[config.mk]
export PLATFORM = sky130hd
export DESIGN_NAME = uniform_point_decimator
export DESIGN_NICKNAME = d
export VERILOG_FILES = /design/src/hdl/udec_pkg.sv /design/src/hdl/uniform_point_decimator.sv /design/src/hdl/udec_in_stage.sv /design/src/hdl/udec_core.sv
export SDC_FILE = /design/constraint.sdc
export NUM_CORES = 2
export LEC_CHECK = 0
export BUFFER_PORTS_ARGS = -buffer_cell sky130_fd_sc_hd__buf_2
export CAP_MARGIN = 20
export CORE_MARGIN = 4
export CORE_UTILIZATION = 45
export DETAILED_ROUTE_END_ITERATION = 12
export PLACE_DENSITY = 0.66
export SLEW_MARGIN = 25
export SYNTH_ARGS = -nofsm -noshare
export SYNTH_HDL_FRONTEND = slang
export SYNTH_HIERARCHICAL = 1
export SYNTH_SLANG_ARGS = --single-unit
[constraint.sdc]
create_clock -name clk -period 21 [get_ports clk]
set_clock_uncertainty 0.2 [all_clocks]
set_input_delay 4.2 -clock clk [delete_from_list [all_inputs] [get_ports clk]]
set_output_delay 4.2 -clock clk [all_outputs]
set_load 0.05 [all_outputs]
[src/hdl/udec_pkg.sv]
// Types and constants shared by the point decimator modules.
package udec_pkg;

	localparam int unsigned COORD_W = 32;
	localparam int unsigned COUNT_W = 32;
	localparam int unsigned MAXP_W  = 16;
	localparam int unsigned SCALE_W = 48;

	localparam logic [MAXP_W-1:0] MAXP_RESET = 16'd512;
	localparam logic [MAXP_W-1:0] MAXP_FLOOR = 16'd2;

	typedef struct packed {
		logic [COORD_W-1:0] lon;
		logic [COORD_W-1:0] lat;
		logic [COORD_W-1:0] alt;
		logic [COUNT_W-1:0] seg_count;
		logic               seg_first;
	} item_t;

	typedef struct packed {
		logic               keep;
		logic               last;
		logic [COUNT_W-1:0] index;
	} decision_t;

endpackage

[src/hdl/uniform_point_decimator.sv]
// Top level of the uniform point decimator: config register, stages and result register.
//
//  channel  | handshake              | payload
//  ---------+------------------------+-----------------------------------------------
//  in       | in_valid / in_ready    | lon_bits lat_bits alt_bits seg_count seg_first
//  out      | out_valid / out_ready  | out_lon out_lat out_alt out_index seg_last
//  cfg      | cfg_we (no wait)       | cfg_wdata -> max_points
//
// One point per cycle unless the out side stalls; a kept point passes the input register
// and then the result register before it shows on out_valid. The 32x16 position multiply
// and 48-bit compare form the one stage between the input register and the result register.
// Reset clears the segment state and loads max_points with 512.
// A stalled out side holds the result and the point behind it, kept or dropped.
module uniform_point_decimator import udec_pkg::*; (
	input  logic               clk,
	input  logic               arst_n,
	input  logic               in_valid,
	output logic               in_ready,
	input  logic [COORD_W-1:0] lon_bits,
	input  logic [COORD_W-1:0] lat_bits,
	input  logic [COORD_W-1:0] alt_bits,
	input  logic [COUNT_W-1:0] seg_count,
	input  logic               seg_first,
	output logic               out_valid,
	input  logic               out_ready,
	output logic [COORD_W-1:0] out_lon,
	output logic [COORD_W-1:0] out_lat,
	output logic [COORD_W-1:0] out_alt,
	output logic [COUNT_W-1:0] out_index,
	output logic               seg_last,
	input  logic               cfg_we,
	input  logic [MAXP_W-1:0]  cfg_wdata
);

	logic [MAXP_W-1:0]  max_points_q;
	logic [MAXP_W-1:0]  max_eff;
	item_t              in_item;
	item_t              item_s1;
	logic               valid_s1;
	logic               advance;
	decision_t          dec;
	logic               out_valid_q;
	logic [COORD_W-1:0] out_lon_q;
	logic [COORD_W-1:0] out_lat_q;
	logic [COORD_W-1:0] out_alt_q;
	logic [COUNT_W-1:0] out_index_q;
	logic               seg_last_q;

	always_ff @(posedge clk or negedge arst_n) begin
		if (!arst_n) begin
			max_points_q <= MAXP_RESET;
		end else if (cfg_we) begin
			max_points_q <= cfg_wdata;
		end
	end

	// Anything below two keeps both ends.
	assign max_eff = (max_points_q < MAXP_FLOOR) ? MAXP_FLOOR : max_points_q;

	assign in_item.lon       = lon_bits;
	assign in_item.lat       = lat_bits;
	assign in_item.alt       = alt_bits;
	assign in_item.seg_count = seg_count;
	assign in_item.seg_first = seg_first;

	udec_in_stage u_in (
		.clk      (clk),
		.arst_n   (arst_n),
		.in_valid (in_valid),
		.in_ready (in_ready),
		.in_item  (in_item),
		.advance  (advance),
		.valid_s1 (valid_s1),
		.item_s1  (item_s1)
	);

	// Advance whenever the result slot is empty or draining this cycle.
	assign advance = valid_s1 && (!out_valid_q || out_ready);

	udec_core u_core (
		.clk     (clk),
		.arst_n  (arst_n),
		.advance (advance),
		.item_s1 (item_s1),
		.max_eff (max_eff),
		.dec     (dec)
	);

	always_ff @(posedge clk or negedge arst_n) begin
		if (!arst_n) begin
			out_valid_q <= 1'b0;
		end else if (advance) begin
			out_valid_q <= dec.keep;
		end else if (out_ready) begin
			out_valid_q <= 1'b0;
		end
	end

	always_ff @(posedge clk) begin
		if (advance && dec.keep) begin
			out_lon_q   <= item_s1.lon;
			out_lat_q   <= item_s1.lat;
			out_alt_q   <= item_s1.alt;
			out_index_q <= dec.index;
			seg_last_q  <= dec.last;
		end
	end

	assign out_valid = out_valid_q;
	assign out_lon   = out_lon_q;
	assign out_lat   = out_lat_q;
	assign out_alt   = out_alt_q;
	assign out_index = out_index_q;
	assign seg_last  = seg_last_q;

endmodule

[src/hdl/udec_in_stage.sv]
// Input register stage: captures one point beat and hands it to the keep logic.
module udec_in_stage import udec_pkg::*; (
	input  logic  clk,
	input  logic  arst_n,
	input  logic  in_valid,
	output logic  in_ready,
	input  item_t in_item,
	input  logic  advance,
	output logic  valid_s1,
	output item_t item_s1
);

	logic valid_q;

	// Take a new beat whenever the register is empty or the held one leaves in the same cycle.
	assign in_ready = !valid_q || advance;
	assign valid_s1 = valid_q;

	always_ff @(posedge clk or negedge arst_n) begin
		if (!arst_n) begin
			valid_q <= 1'b0;
		end else if (in_ready) begin
			valid_q <= in_valid;
		end
	end

	always_ff @(posedge clk) begin
		if (in_valid && in_ready) begin
			item_s1 <= in_item;
		end
	end

endmodule

[src/hdl/udec_core.sv]
// Segment state and the keep test for each point.
module udec_core import udec_pkg::*; (
	input  logic              clk,
	input  logic              arst_n,
	input  logic              advance,
	input  item_t             item_s1,
	input  logic [MAXP_W-1:0] max_eff,
	output decision_t         dec
);

	logic [COUNT_W-1:0] total_q;
	logic [COUNT_W-1:0] pidx_q;
	logic [COUNT_W-1:0] kept_q;
	logic [SCALE_W-1:0] thr_q;
	logic               thin_q;

	logic [COUNT_W-1:0] total_c;
	logic [COUNT_W-1:0] pidx_c;
	logic [COUNT_W-1:0] kept_c;
	logic [SCALE_W-1:0] thr_c;
	logic               thin_c;
	logic [COUNT_W-1:0] total_m1;
	logic [MAXP_W-1:0]  max_m1;
	logic [SCALE_W-1:0] pos;
	logic               in_seg;
	logic               last;
	logic               keep;

	// A first point restarts the segment before its own test.
	always_comb begin
		if (item_s1.seg_first) begin
			total_c = item_s1.seg_count;
			pidx_c  = '0;
			kept_c  = '0;
			thr_c   = '0;
			thin_c  = item_s1.seg_count > COUNT_W'(max_eff);
		end else begin
			total_c = total_q;
			pidx_c  = pidx_q;
			kept_c  = kept_q;
			thr_c   = thr_q;
			thin_c  = thin_q;
		end
	end

	assign total_m1 = total_c - COUNT_W'(1);
	assign max_m1   = max_eff - MAXP_W'(1);
	assign pos      = SCALE_W'(pidx_c) * SCALE_W'(max_m1);
	assign in_seg   = pidx_c < total_c;
	assign last     = pidx_c == total_m1;
	assign keep     = in_seg && (!thin_c || last || (pos >= thr_c));

	assign dec.keep  = keep;
	assign dec.last  = last;
	assign dec.index = kept_c;

	always_ff @(posedge clk or negedge arst_n) begin
		if (!arst_n) begin
			total_q <= '0;
			pidx_q  <= '0;
			kept_q  <= '0;
			thr_q   <= '0;
			thin_q  <= 1'b0;
		end else if (advance) begin
			total_q <= total_c;
			thin_q  <= thin_c;
			pidx_q  <= in_seg ? pidx_c + COUNT_W'(1) : pidx_c;
			// thr tracks kept*(count-1) modulo the scale width
			if (keep) begin
				kept_q <= kept_c + COUNT_W'(1);
				thr_q  <= thr_c + SCALE_W'(total_m1);
			end else begin
				kept_q <= kept_c;
				thr_q  <= thr_c;
			end
		end
	end

endmodule

Word level (Yosys, flattened, before mapping)
Cells that the tools add are included.
- word-level logic and storage cells: 52
- memory bits (read-only): 0
- output and inout port bits: 131
- latch bits: 0
- register bits: 421
- memories: 0
- RAM bits: 0
- reduce and logical (&&, ||, !) cells: 12
- divide/modulo/power cells: 0
- $lt $le $gt $ge: 4
- add/sub/neg operators: 5
- multiplexer cells: 11
- bitwise operators: 0
- shifts and indexed selects: 0
- $mul: 1
- eq/ne operators: 1
- operators with widths (cell ; number):
    $mux 32 ; 5
    $mux 48 ; 2
    $add 32x1->32 const B ; 2
    $add 48x32->48 ; 1
    $ge 48x48->1 ; 1
    $mul 32x16->48 ; 1
    $eq 32x32->1 ; 1
    $gt 32x16->1 ; 1
    $lt 32x32->1 ; 1
    $sub 32x1->32 const B ; 1
    $lt 16x2->1 const B ; 1
    $mux 16 ; 1
    $sub 16x1->16 const B ; 1
    $logic_and 1x1->1 ; 4
    $logic_or 1x1->1 ; 4
    $logic_not 1->1 ; 3
    $mux 1 ; 3
    $reduce_bool 2->1 ; 1

Longest topological paths before layout
- word-level depth: 9
- gate-level depth with buffers: 50
- mapped depth without buffers: 44

Modules after synthesis
The synthesis kept the hierarchy.
- by module, submodules not included (module ; area an instance (µm²) ; cells each ; instances ; sequential area each (µm²)):
    udec_core ; 28850.2 ; 3452 ; 1 ; 3628.5
    uniform_point_decimator ; 4677.0 ; 191 ; 1 ; 4300.4
    udec_in_stage ; 3927.5 ; 133 ; 1 ; 3898.7

Worst setup path before layout
No wires, ideal clock.
- kind: register to register
- start point: register max_points_q[13]
- end point: register out_alt_q[0] (netlist: out_alt[0]) (enable)
- clock period less this slack: 17092 ps
- slack: 3908 ps
- arrival: 16257 ps
- setup time: 635 ps
- stages on the path, launching flop included: 47
- cells stage by stage: dfrtp_1 nor4_1 a41oi_1 clkbuf_1 inv_1 clkbuf_1 clkbuf_1 ha_1 nand3_1 nor3_1 nand3_1 xnor2_1 nor2_1 fa_1 fa_1 fa_1 fa_1 fa_1 [11 not listed] o21a_1 o21ai_0 xor2_1 ha_1 a21o_1 a21o_1 a21oi_1 o21ai_0 a21o_1 a221oi_1 o21ai_0 a21oi_1 a211o_1 buf_2 inv_2 buf_4 nand2_1 nor2b_1
- cells in the longest elaborated chain, start to end: 9
- elaborated cells on any way between the ends: 12
- those cells by class: add/sub: 1; mul: 1; order compare: 3; mux: 2; reduce/logical: 5
- RTL lines (item ; RTL line ; RTL):
    start: declaration ; uniform_point_decimator.sv:35 ; logic [MAXP_W-1:0] max_points_q;
    start signal: assignment ; uniform_point_decimator.sv:53 ; max_points_q <= cfg_wdata;
    $lt 16x2->1 (*) ; uniform_point_decimator.sv:58 ; assign max_eff = (max_points_q < MAXP_FLOOR) ? MAXP_FLOOR : max_points_q;
    $mux 16 (*) ; uniform_point_decimator.sv:58 ;
    via max_eff[0] ; uniform_point_decimator.sv:36 ; logic [MAXP_W-1:0] max_eff;
    parallel branches: the longest is 4 deep, another holds $mul 32x16->48 ; n/a ;
    $logic_or 1x1->1 (*) ; udec_core.sv:51 ; assign keep = in_seg && (!thin_c || last || (pos >= thr_c));
    $logic_and 1x1->1 (*) ; udec_core.sv:51 ;
    via u_core.keep ; udec_core.sv:27 ; logic keep;
    $logic_and 1x1->1 (*) ; uniform_point_decimator.sv:100 ; if (advance && dec.keep) begin
    end signal: assignment ; uniform_point_decimator.sv:103 ; out_alt_q <= item_s1.alt;
    end: declaration ; uniform_point_decimator.sv:45 ; logic [COORD_W-1:0] out_alt_q;
Mark *: on every way through the listed nets, which the timed path passes.
A chain may end at the register's enable or synchronous reset.

==> summary.txt <==
Detailed routing
  • Via/cell ratio: about 5.4
  • DR pass1 iterations: 5
  • Detail Route Antenna Nets: 0
  • Wire per inst: a little over 20 um
  • Residual DRC: 0
  • Vias post-DR: about 28000
  • 1st-iter DRT viols: roughly 2200
  • Final wirelength: between 100 and 150 mm

Power
  • Switching pwr: ~0.0011 W
  • Internal: 0.001852 W
  • Reg power frac: 0.370
  • Power density cells: roughly 72 mW/mm^2
  • Clock power frac: 0.265
  • Maximum vdd ir drop: between 0.06 and 0.07 mV
  • Combinational share of power: 0.364
  • Net Sw Frac: 0.3828
  • Static leakage: just under 20 nW

Placement
  • DP Worst Slack: between 6000 and 7000 ps
  • Detailed Place HPWL: roughly 81 mm
  • Routability cong.: between 0.9 and 1
  • Placed inst area: about 0.040 mm^2
  • Port Buffers: 280

STA
  • PnR worst setup slack: around 6200 ps
  • Final min period: 14800 ps
  • Setup TNS: 0 ps
  • RSZ-0062 raised after global routing: false
  • # setup viols final: 0
  • Fin. max-slew vios: 0
  • Period utilisation layout: 0.7046
  • Fmax: approximately 0.068 GHz
  • Worst-margin pin slew: roughly 1100 ps
  • Rel. slew slack: 0.2747
  • Final Hold Fails: 0

Yosys
  • Post-synthesis sequential area ratio: 0.3158
  • Number of flops mapped to enable cells by yosys: ~260
  • Warnings from Yosys: 6
  • Synthesized net count: roughly 4600
  • Syn Inst Count: 3776
  • Synth Flop Type: edfxtp_1
  • Post-Synthesis Mean Instance Area: between 9 and 10 um^2
  • Yosys cell types: ~90
  • Post-Syn Area: 0.03745 mm^2
  • #FFs+latches synth: between 400 and 500
  • Asr flop ratio synth: 0.3872

Floorplanning
  • Die span in y: 296.5 um
  • Row cnt: about 110
  • Core Area: a little over 0.08 mm^2
  • Initial Utilization: 0.4554
  • Die ar.: 0.08791 mm^2
  • # IOs: 281
  • Chip width: ~300 um

Final layout
  • Commonest cells after routing, fill and taps aside: nand2_1, inv_1, fa_1, buf_2, edfxtp_1
  • Most common cell after layout, fill and taps aside: nand2_1
  • Fin area: slightly above 0.04 mm^2
  • Layout Nets: 4816
  • Share of post-route cells with drive strength above 1: 0.1199
  • Fillers: roughly 7600
  • Area growth, synth to finish: 10.80%

Critical path
  • Crit path largest cell delay: between 600 and 700 ps
  • Most used cell, CP: fa_1
  • Startpoint types: flip-flop
  • Slowest CP cell: a21oi_1
  • Critical setup path kind: reg2reg
  • Crit path DAT: between 10000 and 15000 ps
  • Worst Path Required: 21050 ps
  • Crit end category: flip-flop
  • Critical Path Fanout Max: slightly above 80

CTS
  • Hold_buf cts: 0
  • Worst-path clk slew: 60 ps
  • TritonCTS clock tree: built
  • Clk sink count: around 420
  • Setup Fix Bufs, Post-CTS: 0
  • H-tree lvl count: 2
  • Worst-Skew Late Latency: around 600 ps
  • Root Buffer: clkbuf_16
  • CTS buffer count: 44
  • Post_cts resized: 0
  • Clk buf depth: 3

Global route
  • Vias in the first global route: 28549
  • Total global routing overflow: 0
  • First-pass GRT wire length: between 150 and 200 mm
  • Antenna violations before repair: 1
  • Tot GR Track Use: 0.2408
  • Largest net degree at the start of global routing: 93

Worst hold path
  • Hold crit path type: reg2reg

Run status
  • Status: finished clean

Job
  • MaxCap Viol Count: 0
==> per-layer routing <==
layer	up-vias	share of wire	track usage
li1	12671	-	-
met1	13805	0.41	0.3243
met2	937	0.48	0.4000
met3	224	0.064	0.03509
met4	0	0.041	0.08599
met5	-	0	0
==> worst max-delay path, delay by kind of cell, from the launching register on <==
family	cells	cell delay (ps)
AND/OR/NAND/NOR	9	1980
AO/OA/AOI/OAI	16	4980
buffers and inverters	9	2120
adder cells (fa/ha/maj)	9	4300
flip-flops	1	430
XOR/XNOR	2	350
==> final cells by class <==
cell class | instances | area [um^2] | share of cell area
sequential | 421 | 11830 | 0.2850
antenna | 1 | 2.502 | 0.00006030
tap | 1070 | 1339 | 0.03226
clock inverter | 29 | 330.3 | 0.007959
inverter | 597 | 2242 | 0.05403
timing repair buffer | 321 | 1745 | 0.04206
clock buffer | 52 | 1131 | 0.02726
multi-input combinational | 2610 | 22880 | 0.5514
==> per-stage QoR <==
step / hold WS (ps) / instances / utilization / power (W)
6_report: 216.6 / 5101 / 0.5046 / 0.003000
3_3_place_gp: 200.2 / 5018 / 0.4863 / 0.002188
4_1_cts: 217.0 / 5099 / 0.5040 / 0.003009
3_5_place_dp: 204.5 / 5018 / 0.4863 / 0.002202
5_1_grt: 220.6 / 5100 / 0.5046 / 0.003176
2_1_floorplan: 200.3 / 3776 / - / 0.001902
==> Yosys cell counts (23+ instances only) <==
cell	n	area share
mux2_2	40	0.012
ha_1	252	0.084
nor2_1	227	0.023
nor2b_1	45	0.0075
inv_1	589	0.059
and3_1	29	0.0048
xnor2_1	135	0.032
fa_1	419	0.22
nor3_1	50	0.0067
nand2b_1	41	0.0068
buf_1	26	0.0026
nand2_1	623	0.062
and2_1	23	0.0038
mux2i_1	38	0.010
xor2_1	81	0.019
nand4_1	45	0.0075
edfxtp_1	258	0.21
dfrtp_1	162	0.11
clkbuf_1	98	0.0098
a21oi_1	100	0.013
nand3_1	54	0.0072
o21ai_0	88	0.012
a21o_1	60	0.012
==> state kept, by name, indices dropped and copies added, names as in the netlist <==
| signal | count |
|---|---|
| u_in/item_s1 | 129 |
| u_core/total_q | 32 |
| u_core/thr_q | 48 |
| out_alt | 32 |
| out_index | 32 |
| u_core/thin_q | 1 |
| out_lon | 32 |
| u_core/kept_q | 32 |
| seg_last | 1 |
| u_in/valid_s1 | 1 |
| u_core/pidx_q | 32 |
| out_lat | 32 |
| out_valid | 1 |
| max_points_q | 16 |
==> cells by family after synthesis <==
logic type      Yosys count  share of synthesized area
buf+inv                 745                    0.07637
fa+ha+maj               671                     0.3081
flops                   421                     0.3158
simple gates           1221                     0.1479
mux                      86                    0.02539
xor+xnor                222                    0.05412
compound gates          410                    0.07229
==> power by group through the flow <==
stage          Clock, W  Sequential, W  Combinational (W)
2_1_floorplan         0        0.00125           0.000652
3_3_place_gp          0        0.00112            0.00107
3_5_place_dp          0        0.00113            0.00108
4_1_cts        0.000816        0.00111            0.00108
5_1_grt        0.000855        0.00113            0.00120
6_report       0.000796        0.00111            0.00109
==> path summary, 6_finish.rpt <==
kind                                               from                           end  slack [ps]  cells after the start
setup / recovery           max_points_q[13]$_DFFE_PN0P_         out_lon[21]$_DFFE_PP_        6200                     45
hold / removal               u_in/item_s1[50]$_DFFE_PP_         out_alt[17]$_DFFE_PP_         220                      0
setup reg to reg           max_points_q[13]$_DFFE_PN0P_         out_lon[21]$_DFFE_PP_        6200                     45
hold reg to reg              u_in/item_s1[50]$_DFFE_PP_         out_alt[17]$_DFFE_PP_         220                      0
max in group asynchronous                        arst_n  u_core/thr_q[43]$_DFFE_PN0P_       15920                      2
min in group asynchronous                        arst_n   u_core/thr_q[2]$_DFFE_PN0P_        3480                      1
(Power assumes the default switching activity.)
